`config.mk`:
```
export PLATFORM = sky130hd
export DESIGN_NAME = ffsa_ctrl
export DESIGN_NICKNAME = d
export VERILOG_FILES = /design/src/hdl/ffsa_pkg.sv /design/src/hdl/ffsa_ctrl.sv
export SDC_FILE = /design/constraint.sdc
export NUM_CORES = 1
export LEC_CHECK = 0
export ABC_CLOCK_PERIOD_IN_PS = 2000
export CORE_ASPECT_RATIO = 0.6
export CORE_MARGIN = 3
export CORE_UTILIZATION = 40
export DETAILED_ROUTE_END_ITERATION = 8
export DONT_BUFFER_PORTS = 1
export HOLD_SLACK_MARGIN = 0.15
export SLEW_MARGIN = 5
export SYNTH_ARGS = -nofsm -noshare
export SYNTH_HDL_FRONTEND = slang
export SYNTH_SLANG_ARGS = --single-unit
```
`constraint.sdc`:
```
create_clock -name i_clk -period 2 [get_ports i_clk]
set_clock_uncertainty 0.1 [all_clocks]
set_input_delay 0 -clock i_clk [delete_from_list [all_inputs] [get_ports i_clk]]
set_output_delay 0 -clock i_clk [all_outputs]
set_load 0.05 [all_outputs]
```
`src/hdl/ffsa_pkg.sv`:
```
// Shared types, constants and command codes of the first-fit segment allocator.
`default_nettype none
package ffsa_pkg;

    localparam int unsigned MAX_FREE_DEF = 64;
    localparam int unsigned MAX_USED_DEF = 64;

    localparam logic [31:0] POOL_RESET  = 32'd67108864;
    localparam logic [4:0]  ALIGN_RESET = 5'd8;
    localparam logic [63:0] PHYS_RESET  = 64'h0000_0000_C400_0000;

    localparam logic [1:0] CFG_POOL  = 2'd0;
    localparam logic [1:0] CFG_ALIGN = 2'd1;
    localparam logic [1:0] CFG_PHYS  = 2'd2;

    localparam logic OP_ALLOC = 1'b0;
    localparam logic OP_FREE  = 1'b1;

    localparam logic [1:0] ST_OK   = 2'd0;
    localparam logic [1:0] ST_OOM  = 2'd1;
    localparam logic [1:0] ST_UNK  = 2'd2;
    localparam logic [1:0] ST_FULL = 2'd3;

    localparam logic [4:0] CMD_NOP        = 5'd0;
    localparam logic [4:0] CMD_INIT       = 5'd1;
    localparam logic [4:0] CMD_LOAD       = 5'd2;
    localparam logic [4:0] CMD_SIZE       = 5'd3;
    localparam logic [4:0] CMD_FRD_IDX    = 5'd4;
    localparam logic [4:0] CMD_IDX_INC    = 5'd5;
    localparam logic [4:0] CMD_ALLOC_TAKE = 5'd6;
    localparam logic [4:0] CMD_FRD_M1     = 5'd7;
    localparam logic [4:0] CMD_FWR_M      = 5'd8;
    localparam logic [4:0] CMD_FC_DEC     = 5'd9;
    localparam logic [4:0] CMD_FAPPEND    = 5'd10;
    localparam logic [4:0] CMD_UAPPEND    = 5'd11;
    localparam logic [4:0] CMD_URD_UK     = 5'd12;
    localparam logic [4:0] CMD_UK_INC     = 5'd13;
    localparam logic [4:0] CMD_FREE_PUSH  = 5'd14;
    localparam logic [4:0] CMD_URD_M1     = 5'd15;
    localparam logic [4:0] CMD_UWR_M      = 5'd16;
    localparam logic [4:0] CMD_UC_DEC     = 5'd17;
    localparam logic [4:0] CMD_MRG_START  = 5'd18;
    localparam logic [4:0] CMD_MRG_LATI   = 5'd19;
    localparam logic [4:0] CMD_JDX_INC    = 5'd20;
    localparam logic [4:0] CMD_FRD_J      = 5'd21;
    localparam logic [4:0] CMD_MRG_JOIN   = 5'd22;
    localparam logic [4:0] CMD_RESULT     = 5'd23;

    typedef struct packed {
        logic [31:0] start;
        logic [31:0] len;
    } t_seg;

    typedef struct packed {
        logic [4:0] op;
        logic [1:0] st;
        logic       cfg_we;
    } t_cmd;

    typedef struct packed {
        logic op;
        logic uc_full;
        logic fc_full;
        logic size_ovf;
        logic idx_lt_fc;
        logic fit;
        logic fm1_lt_fc;
        logic rest_nz;
        logic uk_lt_uc;
        logic hit;
        logic um1_lt_uc;
        logic jdx_lt_fc;
        logic jdx_eq_idx;
        logic adj;
        logic out_busy;
    } t_sts;

endpackage
`default_nettype wire

```
`src/hdl/ffsa_ctrl.sv`:
```
// Sequencer of the allocator: steps scans, shifts and merges through the datapath.
`default_nettype none
module ffsa_ctrl (
    input  wire            i_clk,
    input  wire            i_rst_n,
    input  wire            i_in_valid,
    input  wire            i_cfg_valid,
    input  ffsa_pkg::t_sts i_sts,
    output ffsa_pkg::t_cmd o_cmd,
    output logic           o_in_ready,
    output logic           o_cfg_ready
);
    import ffsa_pkg::*;

    localparam logic [4:0] S_INIT  = 5'd0;
    localparam logic [4:0] S_IDLE  = 5'd1;
    localparam logic [4:0] S_DISP  = 5'd2;
    localparam logic [4:0] S_A_RD  = 5'd3;
    localparam logic [4:0] S_A_CHK = 5'd4;
    localparam logic [4:0] S_SH_RD = 5'd5;
    localparam logic [4:0] S_SH_WR = 5'd6;
    localparam logic [4:0] S_A_RST = 5'd7;
    localparam logic [4:0] S_A_USE = 5'd8;
    localparam logic [4:0] S_U_RD  = 5'd9;
    localparam logic [4:0] S_U_CHK = 5'd10;
    localparam logic [4:0] S_UH_RD = 5'd11;
    localparam logic [4:0] S_UH_WR = 5'd12;
    localparam logic [4:0] S_M0    = 5'd13;
    localparam logic [4:0] S_MI    = 5'd14;
    localparam logic [4:0] S_MI_W  = 5'd15;
    localparam logic [4:0] S_MJ    = 5'd16;
    localparam logic [4:0] S_MJ_W  = 5'd17;
    localparam logic [4:0] S_RES   = 5'd18;

    logic [4:0] r_state, n_state;
    logic [1:0] r_st, n_st;
    logic [4:0] w_op;

    always_ff @(posedge i_clk) begin
        if (!i_rst_n) begin
            r_state <= S_INIT;
            r_st    <= ST_OK;
        end else begin
            r_state <= n_state;
            r_st    <= n_st;
        end
    end

    assign o_in_ready  = (r_state == S_IDLE);
    assign o_cfg_ready = (r_state == S_IDLE);

    always_comb begin
        n_state = r_state;
        n_st    = r_st;
        w_op    = CMD_NOP;
        case (r_state)
            S_INIT: begin
                w_op    = CMD_INIT;
                n_state = S_IDLE;
            end
            S_IDLE: begin
                if (i_in_valid) begin
                    w_op    = CMD_LOAD;
                    n_state = S_DISP;
                end
            end
            S_DISP: begin
                w_op = CMD_SIZE;
                if (i_sts.op == OP_FREE) begin
                    n_state = S_U_RD;
                end else if (i_sts.uc_full) begin
                    n_st    = ST_FULL;
                    n_state = S_RES;
                end else begin
                    n_state = S_A_RD;
                end
            end
            S_A_RD: begin
                if (i_sts.size_ovf || !i_sts.idx_lt_fc) begin
                    n_st    = ST_OOM;
                    n_state = S_RES;
                end else begin
                    w_op    = CMD_FRD_IDX;
                    n_state = S_A_CHK;
                end
            end
            S_A_CHK: begin
                if (i_sts.fit) begin
                    w_op    = CMD_ALLOC_TAKE;
                    n_state = S_SH_RD;
                end else begin
                    w_op    = CMD_IDX_INC;
                    n_state = S_A_RD;
                end
            end
            S_SH_RD: begin
                if (i_sts.fm1_lt_fc) begin
                    w_op    = CMD_FRD_M1;
                    n_state = S_SH_WR;
                end else begin
                    w_op    = CMD_FC_DEC;
                    n_state = (i_sts.op == OP_FREE) ? S_M0 : S_A_RST;
                end
            end
            S_SH_WR: begin
                w_op    = CMD_FWR_M;
                n_state = S_SH_RD;
            end
            S_A_RST: begin
                if (i_sts.rest_nz) begin
                    w_op = CMD_FAPPEND;
                end
                n_state = S_A_USE;
            end
            S_A_USE: begin
                w_op    = CMD_UAPPEND;
                n_st    = ST_OK;
                n_state = S_RES;
            end
            S_U_RD: begin
                if (i_sts.uk_lt_uc) begin
                    w_op    = CMD_URD_UK;
                    n_state = S_U_CHK;
                end else begin
                    n_st    = ST_UNK;
                    n_state = S_RES;
                end
            end
            S_U_CHK: begin
                if (!i_sts.hit) begin
                    w_op    = CMD_UK_INC;
                    n_state = S_U_RD;
                end else if (i_sts.fc_full) begin
                    n_st    = ST_FULL;
                    n_state = S_RES;
                end else begin
                    w_op    = CMD_FREE_PUSH;
                    n_state = S_UH_RD;
                end
            end
            S_UH_RD: begin
                if (i_sts.um1_lt_uc) begin
                    w_op    = CMD_URD_M1;
                    n_state = S_UH_WR;
                end else begin
                    w_op    = CMD_UC_DEC;
                    n_state = S_M0;
                end
            end
            S_UH_WR: begin
                w_op    = CMD_UWR_M;
                n_state = S_UH_RD;
            end
            S_M0: begin
                w_op    = CMD_MRG_START;
                n_state = S_MI;
            end
            S_MI: begin
                if (i_sts.idx_lt_fc) begin
                    w_op    = CMD_FRD_IDX;
                    n_state = S_MI_W;
                end else begin
                    n_st    = ST_OK;
                    n_state = S_RES;
                end
            end
            S_MI_W: begin
                w_op    = CMD_MRG_LATI;
                n_state = S_MJ;
            end
            S_MJ: begin
                if (!i_sts.jdx_lt_fc) begin
                    w_op    = CMD_IDX_INC;
                    n_state = S_MI;
                end else if (i_sts.jdx_eq_idx) begin
                    w_op    = CMD_JDX_INC;
                end else begin
                    w_op    = CMD_FRD_J;
                    n_state = S_MJ_W;
                end
            end
            S_MJ_W: begin
                if (i_sts.adj) begin
                    w_op    = CMD_MRG_JOIN;
                    n_state = S_SH_RD;
                end else begin
                    w_op    = CMD_JDX_INC;
                    n_state = S_MJ;
                end
            end
            S_RES: begin
                if (!i_sts.out_busy) begin
                    w_op    = CMD_RESULT;
                    n_state = S_IDLE;
                end
            end
            default: begin
                n_state = S_INIT;
            end
        endcase
    end

    always_comb begin
        o_cmd.op     = w_op;
        o_cmd.st     = r_st;
        o_cmd.cfg_we = i_cfg_valid && (r_state == S_IDLE);
    end

endmodule
`default_nettype wire

```
==> flow_summary_export.csv <==
group,metric,value,unit
worst_setup_path,r2r_setup_slack,0.11,ns
clock_network,cts_buffer_depth,2,
worst_setup_path,start_kind,"register",
floorplanning,die-area,3660,um2
run_status,run_status,"finished with violations",
worst_setup_path,cp_top_family,"simple AND/OR/NAND/NOR gates",
worst_setup_path,r2r_cells,6,
synth,ys_top_cells_by_area,"dfxtp_1 12%, a21oi_1 5.9%, nand2_1 5.7%",
sta,fin_crit_sh,101,%
clock_network,cts_tree,"built",
placed_design,dp.final_hpwl,3380,um
worst_setup_path,startpoint,"r_state[1]",
sta,fin_setup_tns,-0.0190,ns
clock_network,cts_setup_buffers,0,
placed_design,dp_slack,0.111,ns
synth,yosys.area.top_type,"dfxtp_1",
floorplanning,fp.coreArea,2660,um2
synth,ys_seq_area_share,11.9,%
route,firstDrtPassIters,4,
synth,synthFlopType,"dfxtp_1",
worst_setup_path,cpMostUsedCell,"buf_4",
final_layout,antenna_cells,0,
synth,synth_nets,189,
clock_network,cts-root-buf,"clkbuf_8",
worst_setup_path,critPathSlowestCell,"or3b_4",
worst_setup_path,reg2reg_to,"r_state[1]",
placed_design,placed_area,1370,um2
run_status,violations,"negative setup slack",
placed_design,gp_congestion,1.04,
min_path,hold_path_depth,3,
synth,syn-mean-instance-area,6.95,um2
sta,slew_headroom,62.5,%
min_path,hp-class,"in -> reg",
synth,syn_inst,170,
worst_setup_path,slowest_delay,0.42,ns
sta,finalMaxSlewViolations,0,
job,cap_viol_max_count,0,
floorplanning,die_w,76.2,um
final_layout,fin_util,57.7,%
grt,grt_max_degree,28,
grt,track_usage,25.1,%
grt,overflow,0,
min_path,min_to,"r_state[0]",
final_layout,area_growth,30.1,%
route,antenna_left,0,
final_layout,design_area,1540,um2
synth,synth_warnings,0,
worst_setup_path,required,1.90,ns
worst_setup_path,worstPathArrival,1.92,ns
sta,max_freq,495,MHz
worst_setup_path,path_class,"reg -> out",
sta,period_needed,2.02,ns
worst_setup_path,end_kind,"output pin",
sta,setup_viol,1,
clock_network,insertion_delay,0.23,ns
sta,grt_setup_unrepaired,"yes",
clock_network,clock-sinks,7,
placed_design,port_buffers,0,
clock_network,cts_made_buffers,3,
worst_setup_path,critical_path.cell_chain,"buf_4 > or3b_4 > nor3_1 > a31oi_1 > o2111ai_1 > buf_4",
power_and_ir_drop,p_leak,0.578,nW
synth,async_flop_share,0,%
route,wire_per_inst,19.5,um
route,drc,0,
worst_setup_path,path_buf_inv,2,
clock_network,cts_max_level,1,
clock_network,clkSlewWorstSetupHoldPaths,0.04,ns
sta,tightestPinTransition,0.559,ns
sta,finalHoldViolCount,0,
synth,ys_types,49,
synth,synth_edf_count,0,
synth,ys_ff_latch,7,
grt,grt_pass1_vias,1340,
final_layout,fillers,255,
route,drt_iter0_drc,243,
final_layout,drive_above_1_share,25.1,%
synth,synth_area,1180,um2
min_path,hp-start,"i_sts[4]",
route,routed_via_density,6.46,
worst_setup_path,cp_max_fo,8,
sta,fin_ws,-0.0190,ns
grt,grt_antenna_before_repair,0,
floorplanning,io_pins,29,
floorplanning,die_height,48.1,um
grt,grt_pass1_wl,7000,um
floorplanning,initial_core_util,44.4,%
floorplanning,rows,14,
route,wirelength,4500,um
synth,synth_top_area_share,11.9,%
final_layout,fin_nets,211,
power_and_ir_drop,ir_drop,0.000986,V
worst_setup_path,reg2reg_from,"r_state[4]",
route,routed-via-count,1492,
power_and_ir_drop,p_per_area,1650,nW/um2
power_and_ir_drop,power,2.53,mW
## logic make-up after synthesis
group / Yosys count / share of synthesized area, %
DFF: 7 / 11.9
AOI/OAI and AO/OA: 58 / 36.8
muxes: 1 / 0.847
buffers and inverters: 23 / 10.4
and+or+nand+nor: 81 / 40.1
## Yosys cell counts (2+ instances only)
cell / count
buf_2: 8
a21oi_1: 14
nor2b_1: 6
nand4_1: 2
nor3b_2: 2
nand3_1: 10
buf_4: 3
dfxtp_1: 7
o311ai_0: 2
o21ai_0: 6
nor3_1: 8
a21o_1: 2
and3_1: 2
nor2_1: 14
a31o_2: 3
inv_1: 7
buf_6: 2
a311oi_1: 2
a31oi_1: 9
inv_2: 2
a211oi_1: 2
nand2_1: 18
or3b_4: 2
o21a_1: 5
o22ai_1: 3
nand2b_1: 6
## cell type report
cell class	count	area (um2)	share of cell area [%]
multi-input cells	140	941	61.2
repair buffers	31	320	20.8
flip-flops and latches	7	146	9.53
well taps	40	50.0	3.26
clock buffers	4	45.0	2.93
inverters	9	33.8	2.20
## state kept, by name, summed over array words and instances, names as in the netlist
name and cells:
r_st 2, r_state 5
## where the power goes
group	internal, mW	switching, mW	total [mW]
sequential	0.198	0.128	0.325
clock	0.138	0.0610	0.199
combinational	0.796	1.21	2.01
## how the worst max path moves through the flow
stage	cells after the start	endpoint	slack [ns]
final	6	o_cmd[4]	-0.02
after global routing	6	o_cmd[4]	-0.03
after CTS	6	o_cmd[4]	0.05
after detailed placement	6	r_state[1]	0.11
after global placement	7	r_state[1]	0.12
after floorplan	6	o_cmd[4]	0.009
## layout by cell type, fill, tap and decap left out, types with 2 or more instances in the layout
master	count
a31oi_1	8
dfxtp_2	2
nor2_1	14
nor2b_1	5
inv_1	7
nand4_1	2
a311oi_1	2
nand3_1	10
clkbuf_8	3
dlygate4sd3_1	10
o21a_1	5
o22ai_1	3
inv_2	2
buf_12	5
buf_4	16
nor3_1	8
dfxtp_1	4
and3_1	2
nand2b_1	6
a31o_2	3
nand2_1	18
a211oi_1	2
o21ai_0	6
a21oi_1	14
a21o_1	2
or3b_4	2
## per-layer routing
layer,GRT usage [%],vias up,routed length (um)
met5,0,-,0
met4,5.05,0,55
met3,10.5,6,672
met2,37.1,117,1870
met1,34.6,689,1900
li1,-,680,-
## metrics by stage
step | std cells | hold slack [ns]
floorplan | 170 | 0.0175
global route | 231 | 0.195
finish | 231 | 0.168
CTS | 231 | 0.169
global placement | 217 | 0.0225
detailed placement | 217 | 0.0235
## what timing repair did
action,in CTS,in global routing
gates cloned,0,0
hold buffers,10,0
resized for setup,2,5
endpoints found under the setup margin,1,3
hold endpoints to repair,7,0
## worst reg2reg max path, delay by kind of cell (launching register included)
family | cells | cell delay [ns]
buffers and inverters | 1 | 0.21
AOI/OAI and AO/OA | 3 | 0.68
and+or+nand+nor | 2 | 0.38
DFF | 1 | 0.39
(Power assumes the default switching activity.)
